[config.mk]
export PLATFORM = sky130hd
export DESIGN_NAME = matrix_keypad_scanner_flat
export DESIGN_NICKNAME = d
export VERILOG_FILES = /design/src/design/mkp_pkg.sv /design/src/design/mkp_if.sv /design/src/design/mkp_lane.sv /design/src/design/mkp_merge.sv /design/src/design/matrix_keypad_scanner.sv /design/src/flat_wrapper.sv
export VERILOG_INCLUDE_DIRS = /design/src /design/src/design
export SDC_FILE = /design/constraint.sdc
export NUM_CORES = 2
export LEC_CHECK = 0
export ABC_AREA = 1
export BUFFER_PORTS_ARGS = -buffer_cell sky130_fd_sc_hd__buf_2
export CAP_MARGIN = 10
export CORE_MARGIN = 3
export CORE_UTILIZATION = 30
export CTS_CLUSTER_DIAMETER = 40
export DETAILED_ROUTE_END_ITERATION = 6
export PLACE_DENSITY_LB_ADDON = 0.12
export SYNTH_ARGS = -nofsm -noshare
export SYNTH_HDL_FRONTEND = slang
export SYNTH_SLANG_ARGS = --single-unit
[constraint.sdc]
create_clock -name clk_i -period 6.3 [get_ports clk_i]
set_clock_uncertainty 0.05 [all_clocks]
set_input_delay 1.26 -clock clk_i [delete_from_list [all_inputs] [get_ports clk_i]]
set_output_delay 1.26 -clock clk_i [all_outputs]
set_load 0.02 [all_outputs]
[src/design/matrix_keypad_scanner_macros.svh]
// Assertion helpers for the keypad scanner.
`ifndef MATRIX_KEYPAD_SCANNER_MACROS_SVH
`define MATRIX_KEYPAD_SCANNER_MACROS_SVH

`ifndef SYNTHESIS
`define MKP_ASSERT_IMP(lbl, ante, cons) \
  lbl: assert property (@(posedge clk_i) disable iff (!rst_ni) (ante) |-> (cons)) \
    else $error("matrix_keypad_scanner: assertion failed");
`define MKP_ASSERT_NEXT(lbl, ante, cons) \
  lbl: assert property (@(posedge clk_i) disable iff (!rst_ni) (ante) |=> (cons)) \
    else $error("matrix_keypad_scanner: assertion failed");
`else
`define MKP_ASSERT_IMP(lbl, ante, cons)
`define MKP_ASSERT_NEXT(lbl, ante, cons)
`endif

`endif

[src/design/mkp_pkg.sv]
`default_nettype none

package mkp_pkg;

  localparam int ROWS         = 4;
  localparam int COLS         = 4;
  localparam int HISTORY_BITS = 4;
  localparam int TIME_WIDTH   = 16;

  localparam int ROW_W  = (ROWS > 1) ? $clog2(ROWS) : 1;
  localparam int COL_W  = (COLS > 1) ? $clog2(COLS) : 1;
  localparam int KEY_W  = 4;
  localparam int CODE_W = 8;
  localparam int MS_W   = 8;
  localparam int CFG_W  = 16;
  localparam int IDX_W  = 2;

  localparam logic [TIME_WIDTH-1:0] TIME_MAX = '1;
  localparam logic [CFG_W-1:0] THR_RESET  = 16'd1000;
  localparam logic [CFG_W-1:0] INTV_RESET = 16'd200;

  localparam logic [IDX_W-1:0] REG_HOLD_THRESHOLD  = 2'd0;
  localparam logic [IDX_W-1:0] REG_REPEAT_INTERVAL = 2'd1;

  typedef enum logic [1:0] {
    EV_NONE    = 2'd0,
    EV_PRESS   = 2'd1,
    EV_RELEASE = 2'd2,
    EV_REPEAT  = 2'd3
  } event_e;

  function automatic logic [TIME_WIDTH-1:0] sat_add(input logic [TIME_WIDTH-1:0] a,
                                                    input logic [TIME_WIDTH-1:0] b);
    logic [TIME_WIDTH:0] s;
    s = {1'b0, a} + {1'b0, b};
    return s[TIME_WIDTH] ? TIME_MAX : s[TIME_WIDTH-1:0];
  endfunction

  function automatic logic [CODE_W-1:0] key_code(input logic [KEY_W-1:0] key);
    logic [CODE_W-1:0] c;
    unique case (key)
      4'd0:    c = 8'h31;
      4'd1:    c = 8'h32;
      4'd2:    c = 8'h33;
      4'd3:    c = 8'h26;
      4'd4:    c = 8'h34;
      4'd5:    c = 8'h35;
      4'd6:    c = 8'h36;
      4'd7:    c = 8'h25;
      4'd8:    c = 8'h37;
      4'd9:    c = 8'h38;
      4'd10:   c = 8'h39;
      4'd11:   c = 8'h28;
      4'd12:   c = 8'h30;
      4'd13:   c = 8'h1B;
      4'd14:   c = 8'h0D;
      default: c = 8'h27;
    endcase
    return c;
  endfunction

endpackage

`default_nettype wire

[src/design/mkp_if.sv]
`default_nettype none

interface mkp_in_if;
  logic                     valid;
  logic                     ready;
  logic [3:0]               column_levels;
  logic [mkp_pkg::MS_W-1:0] elapsed_ms;

  modport source (output valid, column_levels, elapsed_ms, input ready);
  modport sink   (input valid, column_levels, elapsed_ms, output ready);
endinterface

interface mkp_out_if;
  logic                       valid;
  logic                       ready;
  logic [1:0]                 drive_row;
  logic [1:0]                 event_kind;
  logic [mkp_pkg::KEY_W-1:0]  key_index;
  logic [mkp_pkg::CODE_W-1:0] key_code;
  logic                       last;

  modport source (output valid, drive_row, event_kind, key_index, key_code, last,
                  input ready);
  modport sink   (input valid, drive_row, event_kind, key_index, key_code, last,
                  output ready);
endinterface

interface mkp_cfg_if;
  logic                      valid;
  logic                      ready;
  logic [mkp_pkg::IDX_W-1:0] index;
  logic [mkp_pkg::CFG_W-1:0] data;

  modport source (output valid, index, data, input ready);
  modport sink   (input valid, index, data, output ready);
endinterface

`default_nettype wire

[src/design/mkp_lane.sv]
`default_nettype none

// One column of the keypad: keeps debounce and repeat state for every row.
module mkp_lane (
  input  wire logic                              clk_i,
  input  wire logic                              rst_ni,
  input  wire logic                              en_i,
  input  wire logic [mkp_pkg::ROW_W-1:0]         row_i,
  input  wire logic                              level_i,
  input  wire logic [mkp_pkg::MS_W-1:0]          elapsed_i,
  input  wire logic [mkp_pkg::CFG_W-1:0]         thr_i,
  input  wire logic [mkp_pkg::CFG_W-1:0]         intv_i,
  output mkp_pkg::event_e                        kind_o
);

  logic [mkp_pkg::HISTORY_BITS-1:0] hist_q [mkp_pkg::ROWS];
  logic                             rel_q  [mkp_pkg::ROWS];
  logic [mkp_pkg::TIME_WIDTH-1:0]   hold_q [mkp_pkg::ROWS];
  logic [mkp_pkg::TIME_WIDTH-1:0]   lim_q  [mkp_pkg::ROWS];

  logic [mkp_pkg::HISTORY_BITS-1:0] hist_d;
  logic                             rel_d;
  logic [mkp_pkg::TIME_WIDTH-1:0]   hold_d;
  logic [mkp_pkg::TIME_WIDTH-1:0]   lim_d;
  logic [mkp_pkg::TIME_WIDTH-1:0]   thr_t;
  logic [mkp_pkg::TIME_WIDTH-1:0]   intv_t;
  mkp_pkg::event_e                  kind;

  assign thr_t  = mkp_pkg::TIME_WIDTH'(thr_i);
  assign intv_t = mkp_pkg::TIME_WIDTH'(intv_i);

  always_comb begin
    hist_d = {hist_q[row_i][mkp_pkg::HISTORY_BITS-2:0], level_i};
    rel_d  = rel_q[row_i];
    hold_d = hold_q[row_i];
    lim_d  = lim_q[row_i];
    kind   = mkp_pkg::EV_NONE;

    if (&hist_d) begin
      if (!rel_q[row_i]) begin
        kind   = mkp_pkg::EV_RELEASE;
        hold_d = '0;
      end
      rel_d = 1'b1;
    end else if (~|hist_d) begin
      if (rel_q[row_i]) begin
        kind   = mkp_pkg::EV_PRESS;
        hold_d = '0;
      end else begin
        // hold time counts in quarter-ms units of elapsed * 4
        hold_d = mkp_pkg::sat_add(hold_q[row_i],
                                  mkp_pkg::TIME_WIDTH'({elapsed_i, 2'b00}));
      end
      rel_d = 1'b0;
    end

    if (thr_t != '0) begin
      if (hold_d >= thr_t) begin
        if (hold_d >= lim_q[row_i]) begin
          lim_d = mkp_pkg::sat_add(lim_q[row_i], intv_t);
          if (kind == mkp_pkg::EV_NONE) begin
            kind = mkp_pkg::EV_REPEAT;
          end
        end
      end else begin
        lim_d = thr_t;
      end
    end
  end

  assign kind_o = kind;

  always_ff @(posedge clk_i or negedge rst_ni) begin
    if (!rst_ni) begin
      for (int r = 0; r < mkp_pkg::ROWS; r++) begin
        hist_q[r] <= '1;
        rel_q[r]  <= 1'b1;
        hold_q[r] <= '0;
        lim_q[r]  <= mkp_pkg::TIME_WIDTH'(mkp_pkg::THR_RESET);
      end
    end else if (en_i) begin
      hist_q[row_i] <= hist_d;
      rel_q[row_i]  <= rel_d;
      hold_q[row_i] <= hold_d;
      lim_q[row_i]  <= lim_d;
    end
  end

endmodule

`default_nettype wire

[src/design/mkp_merge.sv]
`default_nettype none

// Collects the lane events of one tick and emits them lowest column first.
module mkp_merge (
  input  wire logic                      clk_i,
  input  wire logic                      rst_ni,
  input  wire logic                      load_i,
  input  mkp_pkg::event_e                kinds_i [mkp_pkg::COLS],
  input  wire logic [mkp_pkg::ROW_W-1:0] row_i,
  input  wire logic [mkp_pkg::ROW_W-1:0] next_row_i,
  output logic                           free_o,
  mkp_out_if.source                      out_o
);

  logic                          busy_q;
  logic [mkp_pkg::COLS-1:0]      pend_q, pend_d;
  mkp_pkg::event_e               kind_q [mkp_pkg::COLS];
  logic [mkp_pkg::ROW_W-1:0]     row_q;
  logic [mkp_pkg::ROW_W-1:0]     drow_q;

  logic [mkp_pkg::COL_W-1:0]     sel;
  logic                          any;
  logic                          is_last;
  logic                          fire;
  logic [mkp_pkg::KEY_W-1:0]     key;

  always_comb begin
    sel = '0;
    for (int c = mkp_pkg::COLS - 1; c >= 0; c--) begin
      if (pend_q[c]) begin
        sel = mkp_pkg::COL_W'(c);
      end
    end
  end

  assign any     = |pend_q;
  // at most one event left
  assign is_last = ((pend_q & (pend_q - mkp_pkg::COLS'(1))) == '0);
  assign fire    = busy_q && out_o.ready;
  assign free_o  = !busy_q || (fire && is_last);
  assign key     = mkp_pkg::KEY_W'({row_q, sel});

  assign out_o.valid      = busy_q;
  assign out_o.drive_row  = 2'(drow_q);
  assign out_o.event_kind = any ? kind_q[sel] : mkp_pkg::EV_NONE;
  assign out_o.key_index  = any ? key : '0;
  assign out_o.key_code   = any ? mkp_pkg::key_code(key) : '0;
  assign out_o.last       = is_last;

  always_comb begin
    for (int c = 0; c < mkp_pkg::COLS; c++) begin
      pend_d[c] = (kinds_i[c] != mkp_pkg::EV_NONE);
    end
  end

  always_ff @(posedge clk_i or negedge rst_ni) begin
    if (!rst_ni) begin
      busy_q <= 1'b0;
      pend_q <= '0;
    end else if (load_i) begin
      busy_q <= 1'b1;
      pend_q <= pend_d;
    end else if (fire) begin
      if (is_last) begin
        busy_q <= 1'b0;
      end
      pend_q <= pend_q & (pend_q - mkp_pkg::COLS'(1));
    end
  end

  always_ff @(posedge clk_i) begin
    if (load_i) begin
      kind_q <= kinds_i;
      row_q  <= row_i;
      drow_q <= next_row_i;
    end
  end

endmodule

`default_nettype wire

[src/design/matrix_keypad_scanner.sv]
// 4x4 keypad scanner with debounce and auto-repeat. Each input word is one
// scan tick: the column levels of the row that was driven and the ms since
// the last tick. Four column lanes update their keys of that row in the
// cycle the word is taken; the tick then yields one to four result words
// (one per event in column order, or a single word with no event), the last
// one flagged. Result words leave one at a time by the single result port,
// which the receiver can stall; the next tick is taken in the same cycle as
// the previous tick's last word leaves. drive_row gives the row to drive for
// the next tick. Configuration writes are always taken.
`default_nettype none

`include "matrix_keypad_scanner_macros.svh"

module matrix_keypad_scanner (
  input  wire logic  clk_i,
  input  wire logic  rst_ni,
  mkp_in_if.sink     in_i,
  mkp_cfg_if.sink    cfg_i,
  mkp_out_if.source  out_o
);

  logic [mkp_pkg::CFG_W-1:0] thr_q;
  logic [mkp_pkg::CFG_W-1:0] intv_q;
  logic [mkp_pkg::ROW_W-1:0] scan_row_q;
  logic [mkp_pkg::ROW_W-1:0] next_row;
  logic                      in_fire;
  logic                      free;
  mkp_pkg::event_e           kinds [mkp_pkg::COLS];

  assign cfg_i.ready = 1'b1;

  always_ff @(posedge clk_i or negedge rst_ni) begin
    if (!rst_ni) begin
      thr_q  <= mkp_pkg::THR_RESET;
      intv_q <= mkp_pkg::INTV_RESET;
    end else if (cfg_i.valid) begin
      if (cfg_i.index == mkp_pkg::REG_HOLD_THRESHOLD) begin
        thr_q <= cfg_i.data;
      end else if (cfg_i.index == mkp_pkg::REG_REPEAT_INTERVAL) begin
        intv_q <= cfg_i.data;
      end
    end
  end

  assign in_i.ready = free;
  assign in_fire    = in_i.valid && free;
  assign next_row   = (scan_row_q == mkp_pkg::ROW_W'(mkp_pkg::ROWS - 1)) ? '0
                    : scan_row_q + mkp_pkg::ROW_W'(1);

  always_ff @(posedge clk_i or negedge rst_ni) begin
    if (!rst_ni) begin
      scan_row_q <= '0;
    end else if (in_fire) begin
      scan_row_q <= next_row;
    end
  end

  for (genvar c = 0; c < mkp_pkg::COLS; c++) begin : g_lane
    mkp_lane u_lane (
      .clk_i     (clk_i),
      .rst_ni    (rst_ni),
      .en_i      (in_fire),
      .row_i     (scan_row_q),
      .level_i   (in_i.column_levels[c]),
      .elapsed_i (in_i.elapsed_ms),
      .thr_i     (thr_q),
      .intv_i    (intv_q),
      .kind_o    (kinds[c])
    );
  end

  mkp_merge u_merge (
    .clk_i      (clk_i),
    .rst_ni     (rst_ni),
    .load_i     (in_fire),
    .kinds_i    (kinds),
    .row_i      (scan_row_q),
    .next_row_i (next_row),
    .free_o     (free),
    .out_o      (out_o)
  );

  `MKP_ASSERT_NEXT(a_tick_gives_word, in_fire, out_o.valid)
  `MKP_ASSERT_IMP(a_none_is_last, out_o.valid && out_o.event_kind == mkp_pkg::EV_NONE, out_o.last)
  `MKP_ASSERT_IMP(a_hold_while_pending, out_o.valid && !(out_o.ready && out_o.last), !in_i.ready)
  `MKP_ASSERT_NEXT(a_row_advances, in_fire, out_o.drive_row == 2'(scan_row_q))

endmodule

`default_nettype wire

[src/flat_wrapper.sv]
// flat-port wrapper written by rule: the top's interface ports become plain ports
module matrix_keypad_scanner_flat 
  (clk_i, rst_ni, in_i_valid, in_i_column_levels, in_i_elapsed_ms, in_i_ready, cfg_i_valid, cfg_i_index, cfg_i_data, cfg_i_ready, out_o_valid, out_o_drive_row, out_o_event_kind, out_o_key_index, out_o_key_code, out_o_last, out_o_ready);
  mkp_in_if in_i_i ();
  mkp_cfg_if cfg_i_i ();
  mkp_out_if out_o_i ();
  input  wire logic clk_i;
  input  wire logic rst_ni;
  input wire logic [$bits(in_i_i.valid)-1:0] in_i_valid;
  input wire logic [$bits(in_i_i.column_levels)-1:0] in_i_column_levels;
  input wire logic [$bits(in_i_i.elapsed_ms)-1:0] in_i_elapsed_ms;
  output wire logic [$bits(in_i_i.ready)-1:0] in_i_ready;
  input wire logic [$bits(cfg_i_i.valid)-1:0] cfg_i_valid;
  input wire logic [$bits(cfg_i_i.index)-1:0] cfg_i_index;
  input wire logic [$bits(cfg_i_i.data)-1:0] cfg_i_data;
  output wire logic [$bits(cfg_i_i.ready)-1:0] cfg_i_ready;
  output wire logic [$bits(out_o_i.valid)-1:0] out_o_valid;
  output wire logic [$bits(out_o_i.drive_row)-1:0] out_o_drive_row;
  output wire logic [$bits(out_o_i.event_kind)-1:0] out_o_event_kind;
  output wire logic [$bits(out_o_i.key_index)-1:0] out_o_key_index;
  output wire logic [$bits(out_o_i.key_code)-1:0] out_o_key_code;
  output wire logic [$bits(out_o_i.last)-1:0] out_o_last;
  input wire logic [$bits(out_o_i.ready)-1:0] out_o_ready;
  assign in_i_i.valid = in_i_valid;
  assign in_i_i.column_levels = in_i_column_levels;
  assign in_i_i.elapsed_ms = in_i_elapsed_ms;
  assign in_i_ready = in_i_i.ready;
  assign cfg_i_i.valid = cfg_i_valid;
  assign cfg_i_i.index = cfg_i_index;
  assign cfg_i_i.data = cfg_i_data;
  assign cfg_i_ready = cfg_i_i.ready;
  assign out_o_valid = out_o_i.valid;
  assign out_o_drive_row = out_o_i.drive_row;
  assign out_o_event_kind = out_o_i.event_kind;
  assign out_o_key_index = out_o_i.key_index;
  assign out_o_key_code = out_o_i.key_code;
  assign out_o_last = out_o_i.last;
  assign out_o_i.ready = out_o_ready;
  matrix_keypad_scanner u_core (.clk_i(clk_i), .rst_ni(rst_ni), .in_i(in_i_i), .cfg_i(cfg_i_i), .out_o(out_o_i));
endmodule
==> flow_summary.toml <==
[synthesis]
synthAdderAreaFrac = 0.0747
yosysTopAreaCell = "dfrtp_1"
postSynthCellCount = 5430
synth_area_leaders = "dfrtp_1 (28%), nand2_1 (20%), dfstp_2 (11%)"
ys_types = 62
synth-compound-area-share = 0.157
synth_top_family_by_area = "simple AND/OR/NAND/NOR gates"
synth_flop_cell = "dfrtp_1"
ys_async_sr_fraction = 0.981
synth_xor_area_frac = 0.0148
yosys_warnings = 0
ys_seq_elements = 627
synth.mux.area_fraction = 0
netlist.area_leader.share = 0.281
ys_seq_area_frac = 0.402
synth_edf_count = 12
synthSimpleGateAreaFrac = 0.278
syn_avg_cell_area_um2 = 7.31
syn_area_um2 = 39700

[outcome]
violations = "DRC"
outcome = "complete, but fails checks"

[sta]
fmax_mhz = 170
final.setup.tns_ns = 0
hold_viol_final = 0
rsz0062_at_grt = "no"
max_slew_margin = 0.274
final-setup-viol-count = 0
fin_crit_sh = 0.932
maxSlewViolCount = 0
tightest_slew_ns = 1.09
final.min_clock_period_ns = 5.87

[clocking]
clk_pin_slew_ns = 0.05
clockBufferDepth = 3
cts_tree = "done"
cts_made_buffers = 141
insertion_delay_ns = 0.76
cts_sinks = 627
cts_htree_levels = 4
ctsRootBufferMaster = "clkbuf_16"

[routing]
firstDrtPassIters = 7
antenna_left = 0
routed_wl_mm = 147
vias = 36700
via_per_inst = 5.02
drtIter0Drc = 2821
drc = 3
drt-wirelength-per-cell_um = 20.1

[global_routing]
grt_pass1_wl_mm = 227
grt_pass1_vias = 35800
groute.usage.overall = 0.216
antenna_found_initial = 4
overflow = 0
grt_max_degree = 161

[die]
die_w_um = 370
rows = 132
dieHeight_um = 370
coreArea_um2 = 130000
die-area_um2 = 137000
io_pins = 55
start_util = 0.304

[setup_path]
cp-end-kind = "register"
cp.required_ns = 6.93
arrival_ns = 6.50
crit_path_start_kind = "register"
slowest_delay_ns = 0.57
crit_fanout = 45
crit_slowest_cell = "dfrtp_4"
crit_type = "reg -> reg"
cpMostUsedCell = "nand2_1"

[min_path]
hold_class = "reg -> reg"

[layout]
area_delta_synth_final_pct = 17.7
drive_gt1_frac = 0.127
nets = 5717

[job]
maxCapViolations = 0

[place]
place_hpwl_mm = 95.4
routabilityCongestion = 0.879
portBuffers = 51
[cell usage after synthesis (all sizes together) (5+ instances only)]
library cell,instances
xnor2,13
nand2,2138
dfrtp,446
a31oi,10
dfstp,169
a211oi,14
a21boi,9
xor2,54
o21a,5
nand3,331
inv,409
clkbuf,181
nand3b,8
o211ai,27
o21bai,25
nor3,13
a21oi,258
a21o,5
buf,102
a2111oi,8
nor2,212
o21ai,564
o221ai,29
a32oi,64
fa,8
nand4,20
ha,224
edfxtp,12
or2,8
o22ai,38
[metal layers]
layer,part of all wire,GRT usage
met1,0.48,0.308
met2,0.43,0.328
met3,0.059,0.0393
met5,0.000088,0
met4,0.032,0.0748
[placed cells by master (no fill, tap or decap), drive strengths merged, types with 12 or more instances in the layout]
cell type,count
a211oi,14
a21oi,258
a32oi,64
buf,159
bufinv,12
clkbuf,168
clkinv,55
clkinvlp,14
dfrtp,446
dfstp,169
edfxtp,12
ha,224
inv,425
nand2,2138
nand3,331
nand4,20
nor2,212
nor3,13
o211ai,27
o21ai,564
o21bai,25
o221ai,29
o22ai,38
xnor2,13
xor2,54
[kinds of logic (layout without fill, tap and decap cells)]
| family | after synthesis | in the layout |
|---|---|---|
| flip-flops | 627 | 627 |
| XOR/XNOR | 67 | 67 |
| AND/OR/NAND/NOR | 2737 | 2737 |
| buffers and inverters | 696 | 833 |
| other | 2 | 9 |
| AO/OA/AOI/OAI | 1069 | 1069 |
| adder cells (fa/ha/maj) | 232 | 232 |
[what timing repair did]
| item | in CTS | in global routing |
|---|---|---|
| setup endpoints to repair | 0 | 165 |
| hold buffers | 0 | 0 |
| buffers inserted | 0 | 0 |
| resized for setup | 0 | 18 |
[critical path, delay by kind of cell (launching register included)]
kind            cells  cell delay [ns]
compound gates      6             1.25
fa+ha+maj           2             0.68
buf+inv             6             1.27
flops               1             0.57
simple gates       16             1.93
[layout make-up]
| type | instances | area, um^2 |
|---|---|---|
| sequential | 627 | 16000 |
| antenna | 6 | 15.0 |
| clock buffer | 168 | 3790 |
| tap | 1742 | 2180 |
| timing repair buffer | 159 | 1210 |
| inverter | 413 | 1590 |
| fill | 14000 | 83800 |
| multi-input combinational | 4108 | 20900 |
| clock inverter | 93 | 993 |
[through the flow]
step	instances	cell area, um^2	setup WS, ns	utilization	hold WS (ns)
finish	7316	46700	0.431	0.358	0.412
global route	7310	46700	0.00334	0.358	0.422
CTS	7310	46600	0.0949	0.357	0.411
detailed placement	7049	41800	0.124	0.321	0.404
global placement	7049	41800	0.0764	0.321	0.402
floorplan	5431	39700	0.0463	-	0.394
[worst paths after layout]
check | start | end | slack (ns) | depth (start not counted)
setup / recovery | u_core.scan_row_q[1] | u_core.g_lane[2].u_lane.lim_q[34] | 0.43 | 30
hold / removal | u_core.g_lane[3].u_lane.rel_q[2] | u_core.g_lane[3].u_lane.rel_q[2] | 0.41 | 2
hold reg to reg | u_core.g_lane[3].u_lane.rel_q[2] | u_core.g_lane[3].u_lane.rel_q[2] | 0.41 | 2
setup reg to reg | u_core.scan_row_q[1] | u_core.g_lane[2].u_lane.lim_q[34] | 0.43 | 30
min in group asynchronous | rst_ni | u_core.g_lane[2].u_lane.hold_q[30] | 0.51 | 1
max in group asynchronous | rst_ni | u_core.g_lane[3].u_lane.lim_q[36] | 4.32 | 2
[state kept, by name, summed over array words and instances, names as in the netlist]
register,cells
u_core.u_merge.out_o.drive_row,2
u_core.u_merge.kind_q,8
u_core.g_lane.u_lane.rel_q,16
u_core.g_lane.u_lane.hist_q,48
u_core.u_merge.pend_q,4
u_core.intv_q,16
u_core.scan_row_q,2
u_core.thr_q,16
u_core.g_lane.u_lane.hold_q,256
u_core.u_merge.row_q,2
u_core.u_merge.out_o.valid,1
u_core.g_lane.u_lane.lim_q,256
Power is left out: the tool's default activity adds up to more than one toggle a clock period on the data nets, which glitch-free logic cannot reach.
